## config.mk

```make
export PLATFORM = sky130hd
export DESIGN_NAME = bit_grid_toggle_flip_rotate_core_flat
export DESIGN_NICKNAME = d
export VERILOG_FILES = /design/src/hw/rtl/bgr_pkg.sv /design/src/hw/rtl/bgr_in_if.sv /design/src/hw/rtl/bgr_out_if.sv /design/src/hw/rtl/bit_grid_toggle_flip_rotate_core.sv /design/src/hw/rtl/bgr_grid.sv /design/src/hw/rtl/bgr_ctrl.sv /design/src/flat_wrapper.sv
export SDC_FILE = /design/constraint.sdc
export NUM_CORES = 2
export LEC_CHECK = 0
export BUFFER_PORTS_ARGS = -buffer_cell sky130_fd_sc_hd__buf_4
export CAP_MARGIN = 20
export CORE_ASPECT_RATIO = 0.75
export CORE_MARGIN = 5
export CORE_UTILIZATION = 55
export DETAILED_ROUTE_END_ITERATION = 16
export GPL_TIMING_DRIVEN = 1
export PLACE_DENSITY = 0.76
export SETUP_SLACK_MARGIN = 0.5
export SYNTH_ARGS = -nofsm -noshare
export SYNTH_HDL_FRONTEND = slang
export SYNTH_SLANG_ARGS = --single-unit
```

## constraint.sdc

```tcl
create_clock -name clk -period 19.7 [get_ports clk]
set_input_delay 5.91 -clock clk [delete_from_list [all_inputs] [get_ports clk]]
set_output_delay 5.91 -clock clk [all_outputs]
set_load 0.01 [all_outputs]
```

## src/hw/rtl/bgr_pkg.sv

```systemverilog
// ----------------------------------------------------------------------------
// bgr_pkg: shared definitions for the bit grid toggle/flip/rotate block
// Grid geometry, command codes, the control bundle between the sequencer
// and the grid store, and the row mask and row mirror helpers.
// ----------------------------------------------------------------------------
package bgr_pkg;

	// Grid geometry.
	localparam int MAX_SIZE = 16;
	localparam int ROW_W    = 16;
	localparam int IDX_W    = 4;
	localparam int SIZE_W   = 5;

	typedef logic [ROW_W-1:0]  row_t;
	typedef logic [IDX_W-1:0]  idx_t;
	typedef logic [SIZE_W-1:0] size_t;

	// Command codes.
	localparam logic [1:0] FUNC_TOGGLE = 2'd0;
	localparam logic [1:0] FUNC_MIRROR = 2'd1;
	localparam logic [1:0] FUNC_ROTATE = 2'd2;
	localparam logic [1:0] FUNC_BAD    = 2'd3;

	// Reset value of the size register.
	localparam size_t SIZE_RESET = size_t'(MAX_SIZE);

	// Control bundle from the sequencer to the grid store.
	typedef struct packed {
		logic toggle_en;
		idx_t toggle_row;
		idx_t toggle_col;
		logic rot_step_en;
		idx_t rot_j;
		logic rot_commit;
		logic mirror_sel;
		logic mirror_wr_en;
		idx_t row_sel;
	} grid_cmd_t;

	// Mask of the active columns for an active size of 1 to 16.
	function automatic row_t row_mask(input size_t n);
		row_t all_ones;
		all_ones = '1;
		return all_ones >> (size_t'(ROW_W) - n);
	endfunction

	// Reverse the active columns of one row, leaving the others alone.
	function automatic row_t mirror_row(input row_t v, input size_t n);
		row_t rev;
		row_t m;
		for (int k = 0; k < ROW_W; k++) begin
			rev[k] = v[ROW_W-1-k];
		end
		m = row_mask(n);
		return (v & ~m) | ((rev >> (size_t'(ROW_W) - n)) & m);
	endfunction

endpackage

```

## src/hw/rtl/bgr_in_if.sv

```systemverilog
// ----------------------------------------------------------------------------
// bgr_in_if: command channel
// Valid/ready channel that carries one command item.
// ----------------------------------------------------------------------------
interface bgr_in_if;
	logic       valid;
	logic       ready;
	logic [1:0] func;
	logic [4:0] row_number;
	logic [4:0] column_number;

	modport source (output valid, output func, output row_number,
		output column_number, input ready);
	modport sink (input valid, input func, input row_number,
		input column_number, output ready);
endinterface

```

## src/hw/rtl/bgr_out_if.sv

```systemverilog
// ----------------------------------------------------------------------------
// bgr_out_if: row dump channel
// Valid/ready channel that carries one emitted grid row or an error item.
// ----------------------------------------------------------------------------
interface bgr_out_if;
	logic        valid;
	logic        ready;
	logic [15:0] row_bits;
	logic [3:0]  row_index;
	logic        last_row;
	logic        error;

	modport source (output valid, output row_bits, output row_index,
		output last_row, output error, input ready);
	modport sink (input valid, input row_bits, input row_index,
		input last_row, input error, output ready);
endinterface

```

## src/hw/rtl/bit_grid_toggle_flip_rotate_core.sv

```systemverilog
// ----------------------------------------------------------------------------
// bit_grid_toggle_flip_rotate_core: square bit grid with toggle/flip/rotate
// Top level: size register, grid store and command sequencer.
// Toggle and mirror go from the taken item straight to the row dump; rotate
// first makes n read steps through the one row port, then a commit state.
// A dump then gives one row per cycle while the output is not stalled, n rows.
// A new item is taken only once the previous dump or error item is loaded.
// Reset: asynchronous, clears the grid and halt flag and sets the size to 16.
// ----------------------------------------------------------------------------
module bit_grid_toggle_flip_rotate_core
	import bgr_pkg::*;
(
	input  logic      clk,
	input  logic      arst_n,
	input  logic      cfg_we,
	input  logic [4:0] cfg_wdata,
	bgr_in_if.sink    in_ch,
	bgr_out_if.source out_ch
);

	size_t     grid_size_q;
	size_t     active_n;
	grid_cmd_t cmd;
	row_t      rd_view;

	// Size register.
	always_ff @(posedge clk or negedge arst_n) begin
		if (!arst_n) begin
			grid_size_q <= SIZE_RESET;
		end else if (cfg_we) begin
			grid_size_q <= cfg_wdata;
		end
	end

	// Active size, saturated to 1..MAX_SIZE.
	always_comb begin
		if (grid_size_q == '0) begin
			active_n = size_t'(1);
		end else if (grid_size_q > size_t'(MAX_SIZE)) begin
			active_n = size_t'(MAX_SIZE);
		end else begin
			active_n = grid_size_q;
		end
	end

	bgr_grid u_grid (
		.clk      (clk),
		.arst_n   (arst_n),
		.cmd      (cmd),
		.active_n (active_n),
		.rd_view  (rd_view)
	);

	bgr_ctrl u_ctrl (
		.clk      (clk),
		.arst_n   (arst_n),
		.in_ch    (in_ch),
		.out_ch   (out_ch),
		.active_n (active_n),
		.rd_view  (rd_view),
		.cmd      (cmd)
	);

endmodule

```

## src/hw/rtl/bgr_grid.sv

```systemverilog
// ----------------------------------------------------------------------------
// bgr_grid: grid store with the shared row read and mirror unit
// Holds the grid rows and a scratch grid for rotation. One row is read per
// cycle through a single read port, optionally mirrored, and either written
// back or scattered into one column of the scratch grid.
// ----------------------------------------------------------------------------
module bgr_grid
	import bgr_pkg::*;
(
	input  logic      clk,
	input  logic      arst_n,
	input  grid_cmd_t cmd,
	input  size_t     active_n,
	output row_t      rd_view
);

	row_t grid_q [MAX_SIZE];
	row_t tmp_q  [MAX_SIZE];
	row_t rd_raw;
	row_t act_mask;

	// Shared read port and mirror unit.
	assign rd_raw   = grid_q[cmd.row_sel];
	assign act_mask = row_mask(active_n);
	assign rd_view  = cmd.mirror_sel ? mirror_row(rd_raw, active_n) : rd_raw;

	// Grid rows: rotation commit, single cell toggle, mirrored write back.
	always_ff @(posedge clk or negedge arst_n) begin
		if (!arst_n) begin
			for (int i = 0; i < MAX_SIZE; i++) begin
				grid_q[i] <= '0;
			end
		end else begin
			for (int i = 0; i < MAX_SIZE; i++) begin
				if (cmd.rot_commit && (size_t'(i) < active_n)) begin
					grid_q[i] <= (grid_q[i] & ~act_mask) | (tmp_q[i] & act_mask);
				end else if (cmd.toggle_en && (cmd.toggle_row == idx_t'(i))) begin
					grid_q[i] <= grid_q[i] ^ (row_t'(1) << cmd.toggle_col);
				end else if (cmd.mirror_wr_en && (cmd.row_sel == idx_t'(i))) begin
					grid_q[i] <= rd_view;
				end
			end
		end
	end

	// Scratch grid: bit i of the row read goes to column j of new row i.
	always_ff @(posedge clk) begin
		if (cmd.rot_step_en) begin
			for (int i = 0; i < MAX_SIZE; i++) begin
				tmp_q[i][cmd.rot_j] <= rd_raw[i];
			end
		end
	end

endmodule

```

## src/hw/rtl/bgr_ctrl.sv

```systemverilog
// ----------------------------------------------------------------------------
// bgr_ctrl: command sequencer and output register
// Decodes each command item, steps the grid store through rotation and the
// row dump, keeps the halt flag and drives the registered output channel.
// ----------------------------------------------------------------------------
module bgr_ctrl
	import bgr_pkg::*;
(
	input  logic      clk,
	input  logic      arst_n,
	bgr_in_if.sink    in_ch,
	bgr_out_if.source out_ch,
	input  size_t     active_n,
	input  row_t      rd_view,
	output grid_cmd_t cmd
);

	typedef enum logic [4:0] {
		S_IDLE   = 5'b00001,
		S_ROT    = 5'b00010,
		S_COMMIT = 5'b00100,
		S_DUMP   = 5'b01000,
		S_ERR    = 5'b10000
	} state_t;

	state_t state_q, state_d;
	idx_t   cnt_q, cnt_d;
	logic   mirror_q, mirror_d;
	logic   halted_q, halted_d;
	idx_t   nm1;
	logic   toggle_ok;
	logic   slot_free;
	logic   load;
	row_t   ld_bits;
	idx_t   ld_idx;
	logic   ld_last;
	logic   ld_err;

	logic   out_valid_q;
	row_t   row_bits_q;
	idx_t   row_index_q;
	logic   last_row_q;
	logic   error_q;

	assign nm1       = idx_t'(active_n - size_t'(1));
	assign slot_free = !out_valid_q || out_ch.ready;
	assign toggle_ok = (in_ch.row_number != '0) && (in_ch.row_number <= active_n) &&
		(in_ch.column_number != '0) && (in_ch.column_number <= active_n);
	assign in_ch.ready = (state_q == S_IDLE);

	// Sequencer.
	always_comb begin
		state_d  = state_q;
		cnt_d    = cnt_q;
		mirror_d = mirror_q;
		halted_d = halted_q;
		cmd      = '0;
		load     = 1'b0;
		ld_bits  = '0;
		ld_idx   = '0;
		ld_last  = 1'b0;
		ld_err   = 1'b0;
		case (state_q)
			S_IDLE: begin
				if (in_ch.valid) begin
					cnt_d = '0;
					if (halted_q) begin
						state_d = S_ERR;
					end else begin
						case (in_ch.func)
							FUNC_TOGGLE: begin
								if (toggle_ok) begin
									cmd.toggle_en  = 1'b1;
									cmd.toggle_row = idx_t'(in_ch.row_number - 5'd1);
									cmd.toggle_col = idx_t'(in_ch.column_number - 5'd1);
									mirror_d       = 1'b0;
									state_d        = S_DUMP;
								end else begin
									halted_d = 1'b1;
									state_d  = S_ERR;
								end
							end
							FUNC_MIRROR: begin
								mirror_d = 1'b1;
								state_d  = S_DUMP;
							end
							FUNC_ROTATE: begin
								state_d = S_ROT;
							end
							default: begin
								halted_d = 1'b1;
								state_d  = S_ERR;
							end
						endcase
					end
				end
			end
			S_ROT: begin
				// Old row n-1-j fills column j of the scratch grid.
				cmd.row_sel     = idx_t'(nm1 - cnt_q);
				cmd.rot_step_en = 1'b1;
				cmd.rot_j       = cnt_q;
				if (cnt_q == nm1) begin
					state_d = S_COMMIT;
				end else begin
					cnt_d = cnt_q + idx_t'(1);
				end
			end
			S_COMMIT: begin
				cmd.rot_commit = 1'b1;
				mirror_d       = 1'b0;
				cnt_d          = '0;
				state_d        = S_DUMP;
			end
			S_DUMP: begin
				cmd.row_sel    = cnt_q;
				cmd.mirror_sel = mirror_q;
				if (slot_free) begin
					load             = 1'b1;
					ld_bits          = rd_view & row_mask(active_n);
					ld_idx           = cnt_q;
					ld_last          = (cnt_q == nm1);
					cmd.mirror_wr_en = mirror_q;
					if (cnt_q == nm1) begin
						state_d = S_IDLE;
					end else begin
						cnt_d = cnt_q + idx_t'(1);
					end
				end
			end
			S_ERR: begin
				if (slot_free) begin
					load    = 1'b1;
					ld_last = 1'b1;
					ld_err  = 1'b1;
					state_d = S_IDLE;
				end
			end
			default: begin
				state_d = S_IDLE;
			end
		endcase
	end

	// Control registers.
	always_ff @(posedge clk or negedge arst_n) begin
		if (!arst_n) begin
			state_q     <= S_IDLE;
			cnt_q       <= '0;
			mirror_q    <= 1'b0;
			halted_q    <= 1'b0;
			out_valid_q <= 1'b0;
		end else begin
			state_q  <= state_d;
			cnt_q    <= cnt_d;
			mirror_q <= mirror_d;
			halted_q <= halted_d;
			if (load) begin
				out_valid_q <= 1'b1;
			end else if (out_ch.ready) begin
				out_valid_q <= 1'b0;
			end
		end
	end

	// Output payload register.
	always_ff @(posedge clk) begin
		if (load) begin
			row_bits_q  <= ld_bits;
			row_index_q <= ld_idx;
			last_row_q  <= ld_last;
			error_q     <= ld_err;
		end
	end

	assign out_ch.valid     = out_valid_q;
	assign out_ch.row_bits  = row_bits_q;
	assign out_ch.row_index = row_index_q;
	assign out_ch.last_row  = last_row_q;
	assign out_ch.error     = error_q;

	// An error item is a single, empty, final row.
	a_err_item: assert property (@(posedge clk) disable iff (!arst_n)
		(out_valid_q && error_q) |-> (last_row_q && (row_bits_q == '0) &&
		(row_index_q == '0)))
		else $error("error item carries row data");

	// Once halted, the block stays halted until reset.
	a_halt_sticky: assert property (@(posedge clk) disable iff (!arst_n)
		halted_q |=> halted_q)
		else $error("halt flag cleared without reset");

	// Any item taken while halted answers with an error item.
	a_halt_err: assert property (@(posedge clk) disable iff (!arst_n)
		(in_ch.valid && in_ch.ready && halted_q) |=> (state_q == S_ERR))
		else $error("halted block did not answer with an error");

	// The last rotation step is followed by the commit.
	a_rot_commit: assert property (@(posedge clk) disable iff (!arst_n)
		((state_q == S_ROT) && (cnt_q == nm1)) |=> (state_q == S_COMMIT))
		else $error("rotation did not commit after its last step");

endmodule

```

## src/flat_wrapper.sv

```systemverilog
// flat-port wrapper written by rule: the top's interface ports become plain ports
module bit_grid_toggle_flip_rotate_core_flat import bgr_pkg::*;
  (clk, arst_n, cfg_we, cfg_wdata, in_ch_valid, in_ch_func, in_ch_row_number, in_ch_column_number, in_ch_ready, out_ch_valid, out_ch_row_bits, out_ch_row_index, out_ch_last_row, out_ch_error, out_ch_ready);
  bgr_in_if in_ch_i ();
  bgr_out_if out_ch_i ();
  input  logic clk;
  input  logic arst_n;
  input  logic cfg_we;
  input  logic [4:0] cfg_wdata;
  input wire logic [$bits(in_ch_i.valid)-1:0] in_ch_valid;
  input wire logic [$bits(in_ch_i.func)-1:0] in_ch_func;
  input wire logic [$bits(in_ch_i.row_number)-1:0] in_ch_row_number;
  input wire logic [$bits(in_ch_i.column_number)-1:0] in_ch_column_number;
  output wire logic [$bits(in_ch_i.ready)-1:0] in_ch_ready;
  output wire logic [$bits(out_ch_i.valid)-1:0] out_ch_valid;
  output wire logic [$bits(out_ch_i.row_bits)-1:0] out_ch_row_bits;
  output wire logic [$bits(out_ch_i.row_index)-1:0] out_ch_row_index;
  output wire logic [$bits(out_ch_i.last_row)-1:0] out_ch_last_row;
  output wire logic [$bits(out_ch_i.error)-1:0] out_ch_error;
  input wire logic [$bits(out_ch_i.ready)-1:0] out_ch_ready;
  assign in_ch_i.valid = in_ch_valid;
  assign in_ch_i.func = in_ch_func;
  assign in_ch_i.row_number = in_ch_row_number;
  assign in_ch_i.column_number = in_ch_column_number;
  assign in_ch_ready = in_ch_i.ready;
  assign out_ch_valid = out_ch_i.valid;
  assign out_ch_row_bits = out_ch_i.row_bits;
  assign out_ch_row_index = out_ch_i.row_index;
  assign out_ch_last_row = out_ch_i.last_row;
  assign out_ch_error = out_ch_i.error;
  assign out_ch_i.ready = out_ch_ready;
  bit_grid_toggle_flip_rotate_core u_core (.clk(clk), .arst_n(arst_n), .cfg_we(cfg_we), .cfg_wdata(cfg_wdata), .in_ch(in_ch_i), .out_ch(out_ch_i));
endmodule
```

==> metrics.md <==
| Metric | Value |
|---|---|
| DRC viols | `0` |
| Yosys warnings | `0` |
| Total negative slack | `0 ns` |
| Final period util | `49.3%` |
| Post-route setup slack | `9.99 ns` |
| Detailed Route WL | `153,000 um` |
| Post-synthesis sequential area ratio | `48.1%` |
| Min-Delay Path Class | `flip-flop to flip-flop` |
| Yosys top cell by area | `edfxtp_1` |
| CTS sink cnt | `551` |
| Routability cong. | `1.06` |
| RSZ-0062 raised after global routing | `no` |
| Arr. time, crit path | `10.24 ns` |
| Chip height | `217 um` |
| Cts bufs inserted | `56` |
| Least-Margin Pin Slew | `between 1 and 1.5 ns` |
| Max-Cap Viols | `0` |
| Fin crit period | `9.71 ns` |
| Initial Utilization | `55.2%` |
| Final max-slew violation count | `0` |
| Pwr Total | `4000 uW` |
| Synth area leaders | `edfxtp_1 26%, dfrtp_1 21%, a21oi_1 6.8%` |
| Cell Chain, Critical Path | `buf_4 -> ha_1 -> nor2b_1 -> o21ai_0 -> nand2b_1 -> a211oi_1 -> o21bai_1 -> nor3_4 -> buf_4 -> nand3_1 -> nand3_1 -> o21ai_0 -> a32o_1 -> a31o_2` |
| Design Area, Final | `35,200 um^2` |
| First-pass GRT wire length | `214,000 um` |
| Post-Syn Nets | `roughly 3,300` |
| Post-CTS sizing | `0` |
| Syn-to-layout area delta | `11.6%` |
| Crit-path leading delay family | `simple AND/OR/NAND/NOR gates` |
| Top_reg_cell synth | `edfxtp_1` |
| Cts hold-fix bufs | `0` |
| Fill count | `approximately 4,700` |
| Clock tree buffer depth | `3` |
| Antenna Nets Post-Route | `0` |
| #FFs+latches synth | `551` |
| Routed vias/inst | `around 7.7` |
| Clock Skew | `0.0336 ns` |
| Peak fanout along the critical path | `34` |
| Slew headroom | `approximately a tenth` |
| Startpoint Class | `primary input` |
| Clock transition at path regs | `0.07 ns` |
| Share of flip-flops with an asynchronous set or reset | `between 40% and 50%` |
| Status | `finished, final reports clean` |
| CTS tree | `yes` |
| PD cells | `~110 nW/um^2` |
| Die span in x | `287 um` |
| WP buf/inv | `2` |
| FP Rows | `between 70 and 80` |
| Port buffer count | `45` |
| Post-synth top area share | `26.5%` |
| IO Count | `46` |
| Syn_area_per_cell | `9.65 um^2` |
| H-tree depth | `2` |
| Crit end category | `flip-flop` |
| Placed Instances | `3,997` |
| Vias in the first global route | `29,617` |
| Largest net degree at the start of global routing | `110` |
| Setup violators final | `0` |
| Layout cells sized above 1 | `between 10% and 20%` |
| DP HPWL | `between 100,000 and 150,000 um` |
| Total gr overflow | `0` |
| Drt pass-1 iters | `10` |
| WS Path Type | `primary input to flip-flop` |
| Syn Std Cell Area | `31,500 um^2` |
| Pleak | `roughly 0.013 uW` |
| Post-synth EDFFs | `278` |
| Synth unique cells | `102` |
| Area of the die | `62,300 um^2` |
| Non-filler instance count after layout | `4,118` |
| Overall Global Routing Usage | `47.7%` |
| Critical path's slowest cell | `nand3_1` |
| Initial antenna violation count | `5` |
| DR iter-0 viols | `6,258` |
| Placed inst area | `33,100 um^2` |
| Worst slack at placement | `just under 10 ns` |
| Commonest cells in the netlist | `429 x a21oi_1, 281 x nand2_1, 278 x edfxtp_1, 271 x dfrtp_1, 269 x o21ai_0` |
| Worst skew pair latency | `roughly 0.65 ns` |
| Root Driver | `clkbuf_16` |
| Routed via count | `31,513` |
| Mapped Cells | `3,270` |
| Hold Vio Cnt, Final | `0` |
| Core Region | `roughly 57,000 um^2` |
| Postcts setup bufs | `0` |
| Fmax | `0.103 GHz` |
| Most common cell in the netlist | `a21oi_1` |
| Post-layout nets | `3,335` |
| Req. time, crit path | `20.23 ns` |
| Wirelength per Cell | `37.2 um` |
| Max incr delay on CP | `0.97 ns` |
| VDD IR-drop max | `0.109 mV` |
-- cell type report --
type                    count  area [um^2]  area share [%]
repair buffers            196         1630            4.63
inverters                  30          113           0.320
clock buffers              83         1640            4.67
flip-flops and latches    551        15200            43.1
diodes                      4         10.0          0.0284
multi-input cells        2451        15400            43.9
clock inverters            23          209           0.594
well taps                 780          976            2.77
-- per-layer routing --
| layer | track usage [%] | part of all wire, % | vias up |
|---|---|---|---|
| met3 | 22.7 | 18 | 860 |
| met2 | 64.6 | 39 | 3269 |
| met5 | 1.17 | 0.068 | - |
| li1 | - | - | 12341 |
| met1 | 61.7 | 34 | 15039 |
| met4 | 28.5 | 8.4 | 4 |
-- final timing paths --
kind	start	end	slack (ns)	depth (start not counted)
min in group asynchronous	arst_n	asynchronous set/reset pin	5.27	1
hold / removal	u_core.u_grid.tmp_q[1][99]	flip-flop	0.47	2
max in group asynchronous	arst_n	asynchronous set/reset pin	12.10	3
setup / recovery	in_ch_row_number[1]	flip-flop	9.99	14
setup reg to reg	u_core.grid_size_q[4]	u_core.u_ctrl.out_ch.row_bits[6]	10.84	17
hold reg to reg	u_core.u_grid.tmp_q[1][99]	flip-flop	0.47	2
-- power breakdown --
part	switching (uW)	leakage (uW)	internal (uW)
registers	199	0.00592	1470
logic	812	0.00646	417
clock network	492	0.000922	618
total	1500	0.0133	2500
-- logic make-up after synthesis --
group                      share of synthesized area (%)
AOI/OAI and AO/OA                                   23.1
and+or+nand+nor                                     13.2
muxes                                               5.49
DFF                                                 48.1
adders and majority gates                           1.09
xor gates and xnor gates                            5.11
buffers and inverters                               3.85
-- cells in the final DEF (no fill, tap or decap), types with 96 or more instances in the layout --
cell type	netlist	routed
a21oi_1	429	423
nand2_1	281	281
edfxtp_1	278	278
dfrtp_1	271	271
o21ai_0	269	265
nor2_1	218	199
buf_4	9	182
xnor2_1	130	130
mux2i_1	128	126
nor3_1	138	123
nand3_1	96	96
-- tightest hold or removal path, stage by stage (launching register included) --
cell      delay, ns
edfxtp_1       0.32
a21oi_1        0.05
o21ai_0        0.06
-- metrics by stage --
stage | hold slack (ns) | util (%)
2_1_floorplan | 0.437 | -
3_3_place_gp | 0.442 | 57.9
3_5_place_dp | 0.452 | 58.0
4_1_cts | 0.469 | 61.2
5_1_grt | 0.487 | 61.6
6_report | 0.469 | 61.6
Note: power is estimated with default switching activity, not from simulation.
